===== config.mk =====
export PLATFORM = sky130hd
export DESIGN_NAME = tile_quad_generator
export DESIGN_NICKNAME = d
export VERILOG_FILES = /design/src/tqg_pkg.sv /design/src/tile_quad_generator.sv /design/src/tqg_front.sv /design/src/tqg_queue.sv /design/src/tqg_div.sv /design/src/tqg_emit.sv
export SDC_FILE = /design/constraint.sdc
export NUM_CORES = 2
export LEC_CHECK = 0
export ABC_AREA = 1
export BUFFER_PORTS_ARGS = -buffer_cell sky130_fd_sc_hd__buf_2
export CAP_MARGIN = 20
export CORE_AREA = 2 2 309 311
export CTS_CLUSTER_SIZE = 16
export DETAILED_ROUTE_END_ITERATION = 10
export DIE_AREA = 0 0 311 313
export PLACE_DENSITY = 0.66
export SYNTH_ARGS = -nofsm -noshare
export SYNTH_HDL_FRONTEND = slang
export SYNTH_SLANG_ARGS = --single-unit

===== constraint.sdc =====
create_clock -name clk -period 8.75 [get_ports clk]
set_input_delay 1.75 -clock clk [delete_from_list [all_inputs] [get_ports clk]]
set_output_delay 1.75 -clock clk [all_outputs]
set_load 0.05 [all_outputs]

===== src/tqg_pkg.sv =====
// tqg_pkg: shared widths, register indexes, transaction structs and the corner table
// for the tile quad generator. Depends on nothing; every other file uses it.

package tqg_pkg;

  // field widths
  localparam int CELL_W    = 12;
  localparam int ID_W      = 16;
  localparam int ALPHA_W   = 8;
  localparam int TSIZE_W   = 10;
  localparam int ATLAS_W   = 8;
  localparam int MARGIN_W  = 10;
  localparam int SPACING_W = 8;
  localparam int MAP_W     = 12;
  localparam int POS_W     = 22;
  localparam int TEX_W     = 19;
  localparam int PITCH_W   = TSIZE_W + 1;

  // stream and configuration port widths
  localparam int IN_TDATA_W  = 48;
  localparam int OUT_TDATA_W = 96;
  localparam int CFG_IDX_W   = 3;
  localparam int CFG_DATA_W  = 12;

  // divider: quotient bits resolved per clock
  localparam int DIV_BITS_PER_CYCLE = 4;
  localparam int DIV_CYCLES         = ID_W / DIV_BITS_PER_CYCLE;

  // default depth of the cell queue between front and back
  localparam int QUEUE_DEPTH = 4;

  // vertex numbering inside one cell
  localparam logic [2:0] FIRST_VERTEX = 3'd0;
  localparam logic [2:0] LAST_VERTEX  = 3'd5;

  // configuration register indexes
  localparam logic [CFG_IDX_W-1:0] REG_TILE_WIDTH    = 3'd0;
  localparam logic [CFG_IDX_W-1:0] REG_TILE_HEIGHT   = 3'd1;
  localparam logic [CFG_IDX_W-1:0] REG_ATLAS_COLUMNS = 3'd2;
  localparam logic [CFG_IDX_W-1:0] REG_ATLAS_ROWS    = 3'd3;
  localparam logic [CFG_IDX_W-1:0] REG_ATLAS_MARGIN  = 3'd4;
  localparam logic [CFG_IDX_W-1:0] REG_ATLAS_SPACING = 3'd5;
  localparam logic [CFG_IDX_W-1:0] REG_MAP_WIDTH     = 3'd6;
  localparam logic [CFG_IDX_W-1:0] REG_MAP_HEIGHT    = 3'd7;

  // corner codes: bit 0 = right edge, bit 1 = bottom edge
  localparam logic [1:0] CORNER_TL = 2'b00;
  localparam logic [1:0] CORNER_TR = 2'b01;
  localparam logic [1:0] CORNER_BL = 2'b10;
  localparam logic [1:0] CORNER_BR = 2'b11;

  typedef struct packed {
    logic [TSIZE_W-1:0]   tile_width;
    logic [TSIZE_W-1:0]   tile_height;
    logic [ATLAS_W-1:0]   atlas_columns;
    logic [ATLAS_W-1:0]   atlas_rows;
    logic [MARGIN_W-1:0]  atlas_margin;
    logic [SPACING_W-1:0] atlas_spacing;
    logic [MAP_W-1:0]     map_width;
    logic [MAP_W-1:0]     map_height;
  } cfg_t;

  // one classified cell waiting for the back end
  typedef struct packed {
    logic [CELL_W-1:0]  cell_x;
    logic [CELL_W-1:0]  cell_y;
    logic [ID_W-1:0]    tile_idm1;
    logic [ALPHA_W-1:0] alpha;
    logic               atlas_ok;
  } cell_t;

  // cell with its atlas column and row resolved
  typedef struct packed {
    cell_t              entry;
    logic [ATLAS_W-1:0] col;
    logic [ID_W-1:0]    row;
  } div_res_t;

  // triangle order: top-left, top-right, bottom-right, top-left, bottom-right, bottom-left
  function automatic logic [1:0] corner_of(input logic [2:0] k);
    logic [1:0] c;
    case (k)
      3'd0:    c = CORNER_TL;
      3'd1:    c = CORNER_TR;
      3'd2:    c = CORNER_BR;
      3'd3:    c = CORNER_TL;
      3'd4:    c = CORNER_BR;
      3'd5:    c = CORNER_BL;
      default: c = CORNER_TL;
    endcase
    return c;
  endfunction

endpackage


===== src/tile_quad_generator.sv =====
// tile_quad_generator: top level; holds the configuration registers and joins
// front, cell queue, divider and vertex emitter. Depends on tqg_pkg and the tqg_* modules.
//
// Each accepted map cell that draws something yields six vertex transactions on the
// master side (top-left, top-right, bottom-right, top-left, bottom-right, bottom-left),
// tlast on the sixth. Cells with tile id 0, cells off the map and any cell while a
// tile size is zero are accepted and produce nothing. Sustained throughput of drawn
// cells is set by the six output transactions per cell; dropped cells are taken
// one per clock while the queue has room. A drawn cell passes from input to its
// first vertex through the queue, the column/row divider (four quotient bits per
// clock), the origin multiplier register and the output register. The queue of
// QUEUE_DEPTH cells lets input keep flowing while the output stalls.
// Configuration must be written through cfg_wr_en/cfg_index/cfg_wr_data only while
// idle; the block itself does not enforce this.

module tile_quad_generator #(
  parameter int QUEUE_DEPTH = tqg_pkg::QUEUE_DEPTH
) (
  input  logic                               clk,
  input  logic                               rst,
  // cell_x[11:0], cell_y[23:12], tile_id[39:24], alpha_in[47:40]
  input  logic [tqg_pkg::IN_TDATA_W-1:0]     s_axis_tdata,
  input  logic                               s_axis_tvalid,
  output logic                               s_axis_tready,
  // pos_x[21:0], pos_y[43:22], tex_u[62:44], tex_v[81:63], alpha_out[89:82], zero[95:90]
  output logic [tqg_pkg::OUT_TDATA_W-1:0]    m_axis_tdata,
  output logic                               m_axis_tvalid,
  input  logic                               m_axis_tready,
  output logic                               m_axis_tlast,
  input  logic                               cfg_wr_en,
  input  logic [tqg_pkg::CFG_IDX_W-1:0]      cfg_index,
  input  logic [tqg_pkg::CFG_DATA_W-1:0]     cfg_wr_data
);

  tqg_pkg::cfg_t     cfg;
  tqg_pkg::cell_t    front_cell;
  tqg_pkg::cell_t    queue_cell;
  tqg_pkg::div_res_t div_res;
  logic              front_push;
  logic              queue_not_full;
  logic              queue_not_empty;
  logic              div_in_ready;
  logic              div_out_valid;
  logic              emit_in_ready;

  // configuration registers
  always_ff @(posedge clk) begin
    if (rst) begin
      cfg <= '0;
    end else if (cfg_wr_en) begin
      case (cfg_index)
        tqg_pkg::REG_TILE_WIDTH:    cfg.tile_width    <= cfg_wr_data[9:0];
        tqg_pkg::REG_TILE_HEIGHT:   cfg.tile_height   <= cfg_wr_data[9:0];
        tqg_pkg::REG_ATLAS_COLUMNS: cfg.atlas_columns <= cfg_wr_data[7:0];
        tqg_pkg::REG_ATLAS_ROWS:    cfg.atlas_rows    <= cfg_wr_data[7:0];
        tqg_pkg::REG_ATLAS_MARGIN:  cfg.atlas_margin  <= cfg_wr_data[9:0];
        tqg_pkg::REG_ATLAS_SPACING: cfg.atlas_spacing <= cfg_wr_data[7:0];
        tqg_pkg::REG_MAP_WIDTH:     cfg.map_width     <= cfg_wr_data;
        tqg_pkg::REG_MAP_HEIGHT:    cfg.map_height    <= cfg_wr_data;
        default: ;
      endcase
    end
  end

  // classify incoming cells
  tqg_front u_front (
    .cfg         (cfg),
    .in_valid    (s_axis_tvalid),
    .in_data     (s_axis_tdata),
    .queue_ready (queue_not_full),
    .in_ready    (s_axis_tready),
    .push        (front_push),
    .cell_out    (front_cell)
  );

  // decoupling queue
  tqg_queue #(
    .DEPTH (QUEUE_DEPTH)
  ) u_queue (
    .clk       (clk),
    .rst       (rst),
    .push      (front_push),
    .push_data (front_cell),
    .not_full  (queue_not_full),
    .pop       (div_in_ready),
    .not_empty (queue_not_empty),
    .pop_data  (queue_cell)
  );

  // atlas column and row
  tqg_div u_div (
    .clk       (clk),
    .rst       (rst),
    .divisor   (cfg.atlas_columns),
    .in_valid  (queue_not_empty),
    .in_cell   (queue_cell),
    .in_ready  (div_in_ready),
    .out_valid (div_out_valid),
    .out_res   (div_res),
    .out_ready (emit_in_ready)
  );

  // quad origins and vertex walk
  tqg_emit u_emit (
    .clk       (clk),
    .rst       (rst),
    .cfg       (cfg),
    .in_valid  (div_out_valid),
    .in_res    (div_res),
    .in_ready  (emit_in_ready),
    .out_valid (m_axis_tvalid),
    .out_data  (m_axis_tdata),
    .out_last  (m_axis_tlast),
    .out_ready (m_axis_tready)
  );

endmodule


===== src/tqg_front.sv =====
// tqg_front: unpacks an input cell transaction, drops cells that draw nothing and
// flags ids that fall outside the atlas. Depends on tqg_pkg.

module tqg_front (
  input  tqg_pkg::cfg_t                      cfg,
  input  logic                               in_valid,
  input  logic [tqg_pkg::IN_TDATA_W-1:0]     in_data,
  input  logic                               queue_ready,
  output logic                               in_ready,
  output logic                               push,
  output tqg_pkg::cell_t                     cell_out
);

  logic [tqg_pkg::CELL_W-1:0]    cx;
  logic [tqg_pkg::CELL_W-1:0]    cy;
  logic [tqg_pkg::ID_W-1:0]      id;
  logic [tqg_pkg::ALPHA_W-1:0]   alpha;
  logic [2*tqg_pkg::ATLAS_W-1:0] atlas_area;
  logic                          keep;

  // unpack fields
  assign cx    = in_data[11:0];
  assign cy    = in_data[23:12];
  assign id    = in_data[39:24];
  assign alpha = in_data[47:40];

  // tiles available in the atlas
  assign atlas_area = {8'd0, cfg.atlas_columns} * {8'd0, cfg.atlas_rows};

  // empty cell, off-map cell or zero tile size draws nothing
  assign keep = (id != '0) && (cx < cfg.map_width) && (cy < cfg.map_height) &&
                (cfg.tile_width != '0) && (cfg.tile_height != '0);

  assign cell_out.cell_x    = cx;
  assign cell_out.cell_y    = cy;
  assign cell_out.tile_idm1 = id - 16'd1;
  assign cell_out.alpha     = alpha;
  assign cell_out.atlas_ok  = (cfg.atlas_columns != '0) && (cfg.atlas_rows != '0) &&
                              (id <= atlas_area);

  // dropped cells are still taken, they just never reach the queue
  assign in_ready = queue_ready;
  assign push     = in_valid && queue_ready && keep;

endmodule


===== src/tqg_queue.sv =====
// tqg_queue: short first-word-fall-through queue of classified cells between the
// front and the back end. Depends on tqg_pkg.

module tqg_queue #(
  parameter int DEPTH = tqg_pkg::QUEUE_DEPTH
) (
  input  logic           clk,
  input  logic           rst,
  input  logic           push,
  input  tqg_pkg::cell_t push_data,
  output logic           not_full,
  input  logic           pop,
  output logic           not_empty,
  output tqg_pkg::cell_t pop_data
);

  localparam int AW = (DEPTH > 1) ? $clog2(DEPTH) : 1;
  localparam int CW = $clog2(DEPTH + 1);

  tqg_pkg::cell_t entries [DEPTH];
  logic [AW-1:0]  wr_ptr;
  logic [AW-1:0]  rd_ptr;
  logic [CW-1:0]  count;
  logic           do_push;
  logic           do_pop;

  assign not_full  = (count != CW'(DEPTH));
  assign not_empty = (count != '0);
  assign do_push   = push && not_full;
  assign do_pop    = pop && not_empty;
  assign pop_data  = entries[rd_ptr];

  // pointers and fill count
  always_ff @(posedge clk) begin
    if (rst) begin
      wr_ptr <= '0;
      rd_ptr <= '0;
      count  <= '0;
    end else begin
      if (do_push) begin
        wr_ptr <= (wr_ptr == AW'(DEPTH - 1)) ? '0 : wr_ptr + 1'b1;
      end
      if (do_pop) begin
        rd_ptr <= (rd_ptr == AW'(DEPTH - 1)) ? '0 : rd_ptr + 1'b1;
      end
      if (do_push && !do_pop) begin
        count <= count + 1'b1;
      end else if (do_pop && !do_push) begin
        count <= count - 1'b1;
      end
    end
  end

  // entry storage
  always_ff @(posedge clk) begin
    if (do_push) begin
      entries[wr_ptr] <= push_data;
    end
  end

endmodule


===== src/tqg_div.sv =====
// tqg_div: splits tile id minus one into atlas column and row by a restoring
// division by atlas_columns, four quotient bits per clock. Depends on tqg_pkg.

module tqg_div (
  input  logic                           clk,
  input  logic                           rst,
  input  logic [tqg_pkg::ATLAS_W-1:0]    divisor,
  input  logic                           in_valid,
  input  tqg_pkg::cell_t                 in_cell,
  output logic                           in_ready,
  output logic                           out_valid,
  output tqg_pkg::div_res_t              out_res,
  input  logic                           out_ready
);

  localparam int CNT_W = $clog2(tqg_pkg::DIV_CYCLES + 1);

  logic                          busy;
  logic [CNT_W-1:0]              cnt;
  logic                          done;
  tqg_pkg::cell_t                cell_q;
  logic [tqg_pkg::ATLAS_W-1:0]   rem_q;
  logic [tqg_pkg::ID_W-1:0]      dq_q;
  logic [tqg_pkg::ATLAS_W-1:0]   rem_next;
  logic [tqg_pkg::ID_W-1:0]      dq_next;
  logic                          start;

  assign done      = busy && (cnt == CNT_W'(tqg_pkg::DIV_CYCLES));
  assign in_ready  = !busy || (done && out_ready);
  assign start     = in_valid && in_ready;
  assign out_valid = done;

  assign out_res.entry = cell_q;
  assign out_res.col   = rem_q;
  assign out_res.row   = dq_q;

  // four restoring steps; dividend bits shift out the top, quotient bits in the bottom
  always_comb begin
    logic [tqg_pkg::ATLAS_W:0] t;
    rem_next = rem_q;
    dq_next  = dq_q;
    for (int i = 0; i < tqg_pkg::DIV_BITS_PER_CYCLE; i++) begin
      t       = {rem_next, dq_next[tqg_pkg::ID_W-1]};
      dq_next = {dq_next[tqg_pkg::ID_W-2:0], 1'b0};
      if (t >= {1'b0, divisor}) begin
        rem_next   = tqg_pkg::ATLAS_W'(t - {1'b0, divisor});
        dq_next[0] = 1'b1;
      end else begin
        rem_next = t[tqg_pkg::ATLAS_W-1:0];
      end
    end
  end

  // control
  always_ff @(posedge clk) begin
    if (rst) begin
      busy <= 1'b0;
      cnt  <= '0;
    end else if (start) begin
      busy <= 1'b1;
      cnt  <= '0;
    end else if (done && out_ready) begin
      busy <= 1'b0;
    end else if (busy && !done) begin
      cnt <= cnt + 1'b1;
    end
  end

  // operands
  always_ff @(posedge clk) begin
    if (start) begin
      cell_q <= in_cell;
      rem_q  <= '0;
      dq_q   <= in_cell.tile_idm1;
    end else if (busy && !done) begin
      rem_q <= rem_next;
      dq_q  <= dq_next;
    end
  end

endmodule


===== src/tqg_emit.sv =====
// tqg_emit: scales cell and atlas coordinates into quad origins, then walks the six
// triangle vertices out through a registered output. Depends on tqg_pkg.

module tqg_emit (
  input  logic                             clk,
  input  logic                             rst,
  input  tqg_pkg::cfg_t                    cfg,
  input  logic                             in_valid,
  input  tqg_pkg::div_res_t                in_res,
  output logic                             in_ready,
  output logic                             out_valid,
  output logic [tqg_pkg::OUT_TDATA_W-1:0]  out_data,
  output logic                             out_last,
  input  logic                             out_ready
);

  // origin stage
  logic                            a_valid;
  logic [tqg_pkg::POS_W-1:0]       a_px0;
  logic [tqg_pkg::POS_W-1:0]       a_py0;
  logic [tqg_pkg::TEX_W-1:0]       a_tu0;
  logic [tqg_pkg::TEX_W-1:0]       a_tv0;
  logic [tqg_pkg::TSIZE_W-1:0]     a_texw;
  logic [tqg_pkg::TSIZE_W-1:0]     a_texh;
  logic [tqg_pkg::ALPHA_W-1:0]     a_alpha;

  // vertex walker
  logic [tqg_pkg::POS_W-1:0]       e_px0;
  logic [tqg_pkg::POS_W-1:0]       e_py0;
  logic [tqg_pkg::TEX_W-1:0]       e_tu0;
  logic [tqg_pkg::TEX_W-1:0]       e_tv0;
  logic [tqg_pkg::TSIZE_W-1:0]     e_texw;
  logic [tqg_pkg::TSIZE_W-1:0]     e_texh;
  logic [tqg_pkg::ALPHA_W-1:0]     e_alpha;
  logic [2:0]                      k;

  // output register
  logic [tqg_pkg::POS_W-1:0]       pos_x;
  logic [tqg_pkg::POS_W-1:0]       pos_y;
  logic [tqg_pkg::TEX_W-1:0]       tex_u;
  logic [tqg_pkg::TEX_W-1:0]       tex_v;
  logic [tqg_pkg::ALPHA_W-1:0]     alpha_out;

  logic                            emit_free;
  logic                            a_ready;
  logic                            a_load;
  logic                            e_load;
  logic                            e_adv;

  logic [tqg_pkg::PITCH_W-1:0]     pitch_w;
  logic [tqg_pkg::PITCH_W-1:0]     pitch_h;
  logic [tqg_pkg::POS_W-1:0]       px_prod;
  logic [tqg_pkg::POS_W-1:0]       py_prod;
  logic [tqg_pkg::TEX_W-1:0]       tu_prod;
  logic [26:0]                     tv_prod;

  logic [tqg_pkg::POS_W-1:0]       s_px0;
  logic [tqg_pkg::POS_W-1:0]       s_py0;
  logic [tqg_pkg::TEX_W-1:0]       s_tu0;
  logic [tqg_pkg::TEX_W-1:0]       s_tv0;
  logic [tqg_pkg::TSIZE_W-1:0]     s_texw;
  logic [tqg_pkg::TSIZE_W-1:0]     s_texh;
  logic [tqg_pkg::ALPHA_W-1:0]     s_alpha;
  logic [2:0]                      k_next;
  logic [1:0]                      corner;

  // handshakes between the stages
  assign emit_free = !out_valid || (out_ready && (k == tqg_pkg::LAST_VERTEX));
  assign a_ready   = !a_valid || emit_free;
  assign in_ready  = a_ready;
  assign a_load    = in_valid && a_ready;
  assign e_load    = a_valid && emit_free;
  assign e_adv     = out_valid && out_ready && (k != tqg_pkg::LAST_VERTEX);

  // screen origin and atlas origin products
  assign pitch_w = {1'b0, cfg.tile_width} + {3'd0, cfg.atlas_spacing};
  assign pitch_h = {1'b0, cfg.tile_height} + {3'd0, cfg.atlas_spacing};
  assign px_prod = {10'd0, in_res.entry.cell_x} * {12'd0, cfg.tile_width};
  assign py_prod = {10'd0, in_res.entry.cell_y} * {12'd0, cfg.tile_height};
  assign tu_prod = {11'd0, in_res.col} * {8'd0, pitch_w};
  assign tv_prod = {11'd0, in_res.row} * {16'd0, pitch_h};

  // control
  always_ff @(posedge clk) begin
    if (rst) begin
      a_valid   <= 1'b0;
      out_valid <= 1'b0;
      k         <= tqg_pkg::FIRST_VERTEX;
    end else begin
      if (a_load) begin
        a_valid <= 1'b1;
      end else if (e_load) begin
        a_valid <= 1'b0;
      end
      if (e_load) begin
        out_valid <= 1'b1;
      end else if (out_valid && out_ready && (k == tqg_pkg::LAST_VERTEX)) begin
        out_valid <= 1'b0;
      end
      if (e_load || e_adv) begin
        k <= k_next;
      end
    end
  end

  // origin stage payload; ids beyond the atlas, or any id with an empty atlas, get a zero rectangle
  always_ff @(posedge clk) begin
    if (a_load) begin
      a_px0   <= px_prod;
      a_py0   <= py_prod;
      a_alpha <= in_res.entry.alpha;
      if (in_res.entry.atlas_ok) begin
        a_tu0  <= tu_prod + {9'd0, cfg.atlas_margin};
        a_tv0  <= tv_prod[tqg_pkg::TEX_W-1:0] + {9'd0, cfg.atlas_margin};
        a_texw <= cfg.tile_width;
        a_texh <= cfg.tile_height;
      end else begin
        a_tu0  <= '0;
        a_tv0  <= '0;
        a_texw <= '0;
        a_texh <= '0;
      end
    end
  end

  // pick the quad being walked and the next vertex: the first of a new quad, else the one after the current one
  always_comb begin
    if (e_load) begin
      s_px0   = a_px0;
      s_py0   = a_py0;
      s_tu0   = a_tu0;
      s_tv0   = a_tv0;
      s_texw  = a_texw;
      s_texh  = a_texh;
      s_alpha = a_alpha;
      k_next  = tqg_pkg::FIRST_VERTEX;
    end else begin
      s_px0   = e_px0;
      s_py0   = e_py0;
      s_tu0   = e_tu0;
      s_tv0   = e_tv0;
      s_texw  = e_texw;
      s_texh  = e_texh;
      s_alpha = e_alpha;
      k_next  = k + 3'd1;
    end
    corner = tqg_pkg::corner_of(k_next);
  end

  // quad origins and vertex output
  always_ff @(posedge clk) begin
    if (e_load) begin
      e_px0   <= a_px0;
      e_py0   <= a_py0;
      e_tu0   <= a_tu0;
      e_tv0   <= a_tv0;
      e_texw  <= a_texw;
      e_texh  <= a_texh;
      e_alpha <= a_alpha;
    end
    if (e_load || e_adv) begin
      pos_x     <= s_px0 + (corner[0] ? {12'd0, cfg.tile_width} : '0);
      pos_y     <= s_py0 + (corner[1] ? {12'd0, cfg.tile_height} : '0);
      tex_u     <= s_tu0 + (corner[0] ? {9'd0, s_texw} : '0);
      tex_v     <= s_tv0 + (corner[1] ? {9'd0, s_texh} : '0);
      alpha_out <= s_alpha;
      out_last  <= (k_next == tqg_pkg::LAST_VERTEX);
    end
  end

  assign out_data = {6'd0, alpha_out, tex_v, tex_u, pos_y, pos_x};

endmodule


# --- After elaboration in Yosys (flattened, before gate mapping) ---
# Memory sizes are Yosys's and may differ from the RTL's. A register that Yosys moved wholly into a read port is not among the register bits.
# Index checks and enable logic that the tools add are counted.
totals:
  regBits: 462
  mem_bits_rw: 196
  output_inout_bits: 99
  word_cells: 182
  memories: 1
memory_table:
  columns: ["name", "depth", "word_bits", "read_ports", "rd_clocked_by_memory_dff", "wr", "line_no", "text"]
  rows:
  - ["u_queue.entries", 4, 49, 1, 1, 1, "tqg_queue.sv:20", "tqg_pkg::cell_t entries [DEPTH];"]
op_classes:
  n_addsub: 19
  multipliers: 5
  n_lt_le_gt_ge: 7
  n_eq_ne: 17
  muxes: 37
  bitwise_logic: 1
  n_reduce_logical: 53
op_table:
  columns: ["operator", "count"]
  rows:
  - ["10-bit two-way mux", 6]
  - ["22-bit adder", 2]
  - ["12-bit by 10-bit multiplier with 22-bit output", 2]
  - ["22-bit two-way mux", 2]
  - ["8-bit two-way mux", 5]
  - ["19-bit by 10-bit adder with 19-bit output", 2]
  - ["19-bit adder", 2]
  - ["19-bit two-way mux", 2]
  - ["9-bit by 8-bit >= comparator with 1-bit output", 4]
  - ["16-bit two-way mux", 2]
  - ["8-bit subtractor", 4]
  - ["3-bit equality test, second input constant", 8]
  - ["12-bit less-than comparator", 2]
  - ["10-bit by 8-bit adder with 11-bit output", 2]
  - ["1-bit logical AND", 20]
  - ["10-bit nonzero test", 2]
  - ["16-bit by 11-bit multiplier with 19-bit output", 1]
  - ["8-bit by 11-bit multiplier with 19-bit output", 1]
  - ["2-bit AND reduction", 9]
  - ["16-bit <= comparator", 1]
  - ["8-bit by 8-bit multiplier with 16-bit output", 1]
  - ["16-bit nonzero test", 1]
  - ["8-bit nonzero test", 2]
  - ["16-bit by 1-bit subtractor with 16-bit output, second input constant", 1]
  - ["other kinds (18)", 55]

# --- Longest topological paths before layout ---
depth:
  depth_word: 11
  mapped_depth: 49
  ltp_nobuf: 49

# --- Hierarchy ---
# A second synthesis with hierarchy kept.
hier_totals:
  hier_cells: 5548
  area_unflattened_um2: 48805.6
modules_own_cells:
  columns: ["mod", "instances", "cells_each", "area_each_um2"]
  rows:
  - ["tqg_emit", 1, 3452, 29468.3]
  - ["tqg_queue", 1, 543, 7753.7]
  - ["tqg_div", 1, 492, 4538.1]
  - ["tqg_front", 1, 612, 3962.6]
  - ["tile_quad_generator", 1, 449, 3083.0]

# --- Least setup slack after synthesis ---
# Ideal clock, no wire load.
synth_path:
  path_kind: "input port to flip-flop"
  from: "input port m_axis_tready"
  to: "register u_emit.k[0]"
  t_arrival_ns: 9.031
  t_required_ns: 8.625
  slack_ns: -0.405
  cell_stages: 5
  path_cell_list: "inv_1 > o21ai_0 > inv_1 > nand2_1 > a21oi_1"
synth_between:
  elab_chain_cells: 4
  word_cells_on_any_way: 7
synth_rtl:
  columns: ["item", "line_no", "text"]
  rows:
  - ["start: declaration", "tile_quad_generator.sv:28", "input logic m_axis_tready,"]
  - ["1-bit logical AND", "tqg_emit.sv:68", "assign emit_free = !out_valid || (out_ready && (k == tqg_pkg::LAST_VERTEX));"]
  - ["1-bit logical OR", "tqg_emit.sv:68", null]
  - ["1-bit logical AND", "tqg_emit.sv:72", "assign e_load = a_valid && emit_free;"]
  - ["3-bit two-way mux or 1-bit logical OR (tied branches)", "tqg_emit.sv:128, tqg_emit.sv:100", null]
  - ["end signal: assignment", "tqg_emit.sv:88", "k <= tqg_pkg::FIRST_VERTEX;"]
  - ["end signal: assignment", "tqg_emit.sv:101", "k <= k_next;"]
  - ["end: declaration", "tqg_emit.sv:35", "logic [2:0] k;"]
# Several ways; a longest one is shown, not always the timed one.
# A chain may end at the register's enable or synchronous reset.

# --- Worst setup path in the final report ---
layout_path:
  from: "register, netlist name cfg[51]"
  to: "register u_div.rem_q[7] (netlist bit)"
layout_between:
  elab_chain_cells: 8
  word_cells_on_any_way: 12
layout_rtl:
  columns: ["item", "line_no", "text"]
  rows:
  - ["8-bit subtractor or 9-bit by 8-bit >= comparator with 1-bit output (tied branches)", "tqg_div.sv:46, tqg_div.sv:45", null]
  - ["8-bit two-way mux", "tqg_div.sv:45", "if (t >= {1'b0, divisor}) begin"]
  - ["8-bit subtractor or 9-bit by 8-bit >= comparator with 1-bit output (tied branches)", "tqg_div.sv:46, tqg_div.sv:45", null]
  - ["8-bit two-way mux", "tqg_div.sv:45", null]
  - ["8-bit subtractor or 9-bit by 8-bit >= comparator with 1-bit output (tied branches)", "tqg_div.sv:46, tqg_div.sv:45", null]
  - ["8-bit two-way mux", "tqg_div.sv:45", null]
  - ["8-bit subtractor or 9-bit by 8-bit >= comparator with 1-bit output (tied branches)", "tqg_div.sv:46, tqg_div.sv:45", null]
  - ["8-bit two-way mux (*)", "tqg_div.sv:45", null]
  - ["end signal: assignment", "tqg_div.sv:76", "rem_q <= rem_next;"]
  - ["end: declaration", "tqg_div.sv:22", "logic [tqg_pkg::ATLAS_W-1:0] rem_q;"]
# Every way passes the cells marked *; elsewhere a longest branch is shown, timed or not.

==> load_flow_metrics.sql <==
INSERT INTO impl_metrics (metric_group, metric, value, unit) VALUES
('synth', 'synthSimpleGateAreaFrac', '0.1549', ''),
('synth', 'yosysUniqueCellTypes', '64', ''),
('detailed_routing', 'remaining_drc_errors', '0', ''),
('worst_setup_path', 'setup.worst_path.end_class', 'flop', ''),
('worst_setup_path', 'timing.critical_path.slowest_cell_delay', '590', 'ps'),
('status', 'status', 'finished clean', ''),
('power', 'max-vdd-ir-drop', '618.0', 'uV'),
('clock_tree', 'cts.clk_slew.worst_paths', '60', 'ps'),
('detailed_routing', 'detail_route.wl_per_cell', '17.53', 'um'),
('synth', 'synth_ff_type', 'sky130_fd_sc_hd__edfxtp_1', ''),
('floorplan', 'floorplan.die_area', '0.09734', 'mm2'),
('worst_setup_path', 'critical_path.reg2reg.endpoint', 'u_div.rem_q[7]', ''),
('floorplan', 'floorplan.core_area', '0.09416', 'mm2'),
('power', 'p_per_area', '289.0', 'mW/mm2'),
('worst_setup_path', 'critPathLaunchType', 'flop', ''),
('clock_tree', 'tritoncts', 'built', ''),
('worst_setup_path', 'cpMaxStageDelayCell', 'sky130_fd_sc_hd__dfxtp_1', ''),
('timing', 'achievable-frequency', '133.0', 'MHz'),
('synth', 'synthesis.instances', '5196', ''),
('worst_setup_path', 'cp_data_required_time', '9270', 'ps'),
('finish', 'fillers', '8583', ''),
('timing', 'skew', '25.92', 'ps'),
('detailed_routing', 'via_per_inst', '5.167', ''),
('detailed_routing', 'num_vias', '34162', ''),
('power', 'power.sequential.fraction', '0.284', ''),
('worst_setup_path', 'r2r_setup_slack', '1230', 'ps'),
('power', 'power.share.clock', '0.214', ''),
('worst_setup_path', 'critical_path_fanout_max', '13', ''),
('floorplan', 'floorplan.io_pins', '167', ''),
('job', 'drv_cap', '0', ''),
('placed_design', 'routabilityCongestion', '0.9031', ''),
('timing', 'total_of_endpoints_with_negative_setup_slack_in_the_final_report', '0', ''),
('detailed_routing', 'drt_wl_total', '115900', 'um'),
('timing', 'fin_crit_sh', '0.8593', ''),
('synth', 'synth.area.top_cells', 'sky130_fd_sc_hd__edfxtp_1 (29%), sky130_fd_sc_hd__fa_1 (16%), sky130_fd_sc_hd__ha_1 (9.9%)', ''),
('synth', 'syn-cell-area', '0.04678', 'mm2'),
('floorplan', 'core.rowCount', '113', ''),
('global_route', 'number_of_antenna_violations_at_the_first_check_in_global_routing', '12', ''),
('timing', 'final-hold-violation-count', '0', ''),
('finish', 'multiInputGateArea', '0.02472', 'mm2'),
('detailed_routing', 'drtPass1Iterations', '6', ''),
('finish', 'syn_to_final_growth', '9.356', '%'),
('synth', 'synth_compound_gate_area_share', '0.08169', ''),
('worst_setup_path', 'path_common_cell', 'sky130_fd_sc_hd__nand2_1', ''),
('timing', 'fin_setup_tns', '0', 'ps'),
('synth', 'largest_family_of_logic_cells_by_synthesized_area', 'adder cells', ''),
('worst_setup_path', 'timing_worst_setup_path_type', 'flop to flop', ''),
('clock_tree', 'clock_latency', '640', 'ps'),
('synth', 'flop_and_latch_count_out_of_synthesis', '660', ''),
('detailed_routing', 'drtIter0Drc', '2241', ''),
('timing', 'worst_pin_slew', '1072', 'ps'),
('power', 'share_comb_of_total_power', '0.502', ''),
('clock_tree', 'cts_setup_buffers', '0', ''),
('placed_design', 'dpl-instance-area', '0.04867', 'mm2'),
('detailed_routing', 'drtAntennaViolNets', '0', ''),
('synth', 'synthXorXnorAreaFrac', '0.02996', ''),
('synth', 'synth_area_leader_cell', 'sky130_fd_sc_hd__edfxtp_1', ''),
('timing', 'timing.final.max_slew_violations', '0', ''),
('timing', 'worst_hold_slack', '420.2', 'ps'),
('synth', 'synthesis.yosys.warnings', '0', ''),
('floorplan', 'die_y', '313', 'um'),
('min_path', 'worstHoldPathType', 'flop to flop', ''),
('placed_design', 'dpl.hpwl', '86300', 'um'),
('clock_tree', 'cts_buffer_depth', '3', ''),
('worst_setup_path', 'critPathCapture', 'u_div.rem_q[7]', ''),
('global_route', 'overflow', '0', ''),
('floorplan', 'chipWidth', '311', 'um'),
('placed_design', 'numPortBuffers', '160', ''),
('timing', 'finalWorstPathRequiredPeriod', '7519', 'ps'),
('power', 'p_total', '14780', 'uW'),
('timing', 'rsz0062_at_grt', 'no', '');
[how the worst min path moves through the flow]
stage                            startpoint           endpoint  slack, ps  cells past startpoint
after CTS                 u_div.out_res[32]  u_emit.a_alpha[7]        420                      0
after floorplan           u_div.out_res[25]  u_emit.a_alpha[0]        400                      0
after global routing      u_div.out_res[32]  u_emit.a_alpha[7]        440                      0
after detailed placement  u_div.out_res[32]  u_emit.a_alpha[7]        410                      0
after global placement    u_div.out_res[30]  u_emit.a_alpha[5]        400                      0
final                     u_div.out_res[32]  u_emit.a_alpha[7]        420                      0
[cell families (layout without fill, tap and decap cells)]
kind of cell / count (synthesis) / in the layout
simple gates: 1767 / 1767
buf+inv: 1162 / 1303
fa+ha+maj: 747 / 747
compound gates: 698 / 698
flops: 660 / 660
xor+xnor: 160 / 160
other cells: 1 / 11
mux: 1 / 1
[registers in the layout, summed over array words and instances, names as in the netlist, 16 cells and up, named ones only]
signal / cells
u_emit.e_tu0: 19
cfg: 78
u_emit.a_px0: 22
u_emit.e_px0: 22
u_queue.entries: 196
u_emit.a_py0: 22
u_div.out_res: 33
u_emit.e_tv0: 19
u_emit.pos_x: 22
u_emit.tex_v: 19
u_emit.a_tu0: 19
u_div.dq_q: 16
u_emit.a_tv0: 19
u_emit.e_py0: 22
u_emit.pos_y: 22
u_emit.tex_u: 19
[power groups by stage]
stage | Sequential (uW) | Clock (uW) | Combinational [uW]
after global placement | 4250 | 0 | 7380
after CTS | 4190 | 3220 | 7430
after floorplan | 3830 | 0 | 5900
after detailed placement | 4260 | 0 | 7390
final | 4200 | 3160 | 7430
after global routing | 4230 | 3340 | 8410
[critical path, delay by kind of cell (launching register included)]
kind                     cells  cell delay, ps
buffers and inverters        4             540
AND/OR/NAND/NOR             24            2490
adder cells (fa/ha/maj)      4            1340
flip-flops                   1             590
AO/OA/AOI/OAI               11            2400
[cells in the mapped netlist, types with 114 or more instances]
| library cell | number |
|---|---|
| sky130_fd_sc_hd__xor2_1 | 114 |
| sky130_fd_sc_hd__edfxtp_1 | 446 |
| sky130_fd_sc_hd__nand3_1 | 121 |
| sky130_fd_sc_hd__inv_1 | 970 |
| sky130_fd_sc_hd__nand2_1 | 1129 |
| sky130_fd_sc_hd__fa_1 | 377 |
| sky130_fd_sc_hd__o21ai_0 | 318 |
| sky130_fd_sc_hd__nor2_1 | 375 |
| sky130_fd_sc_hd__clkbuf_1 | 139 |
| sky130_fd_sc_hd__ha_1 | 370 |
| sky130_fd_sc_hd__a21oi_1 | 239 |
| sky130_fd_sc_hd__dfxtp_1 | 214 |
[layout by cell type (no fill, tap or decap), types with 17 or more instances in the layout]
cell                           n
sky130_fd_sc_hd__ha_1        370
sky130_fd_sc_hd__a21o_1       18
sky130_fd_sc_hd__a21oi_1     239
sky130_fd_sc_hd__xnor2_1      46
sky130_fd_sc_hd__buf_2       160
sky130_fd_sc_hd__nand3_1     121
sky130_fd_sc_hd__o22ai_1      50
sky130_fd_sc_hd__xor2_1      114
sky130_fd_sc_hd__or2_2        41
sky130_fd_sc_hd__clkbuf_1     17
sky130_fd_sc_hd__nor2_1      371
sky130_fd_sc_hd__inv_1       966
sky130_fd_sc_hd__edfxtp_1    446
sky130_fd_sc_hd__nand4_1      25
sky130_fd_sc_hd__nor3_1       21
sky130_fd_sc_hd__dfxtp_1     213
sky130_fd_sc_hd__o21ai_0     315
sky130_fd_sc_hd__fa_1        377
sky130_fd_sc_hd__buf_4        28
sky130_fd_sc_hd__nand2_1    1129
sky130_fd_sc_hd__clkbuf_16    77
[through the flow]
step	setup WS [ps]	util	std cells
after floorplan	2143	-	5201
after global placement	1269	0.5168	6469
after detailed placement	1249	0.5168	6470
after CTS	1230	0.5431	6607
after global routing	402.8	0.5432	6610
final	1231	0.5433	6612
[layer usage]
layer / track usage / wire length [um]
met1: 0.3163 / 49860
met2: 0.4045 / 54360
met3: 0.04208 / 7583
met4: 0.08553 / 4002
met5: 0 / 72
[area by class of cell]
| cell class | count | share of cell area |
|---|---|---|
| Clock inverter | 37 | 0.007851 |
| Antenna cell | 5 | 0.0002446 |
| Inverter | 978 | 0.07186 |
| Multi-Input combinational cell | 3379 | 0.4832 |
| Tap cell | 1265 | 0.03094 |
| Timing Repair Buffer | 188 | 0.01976 |
| Sequential cell | 660 | 0.3456 |
| Clock buffer | 100 | 0.04053 |
Note: power is estimated with default switching activity, not from simulation.
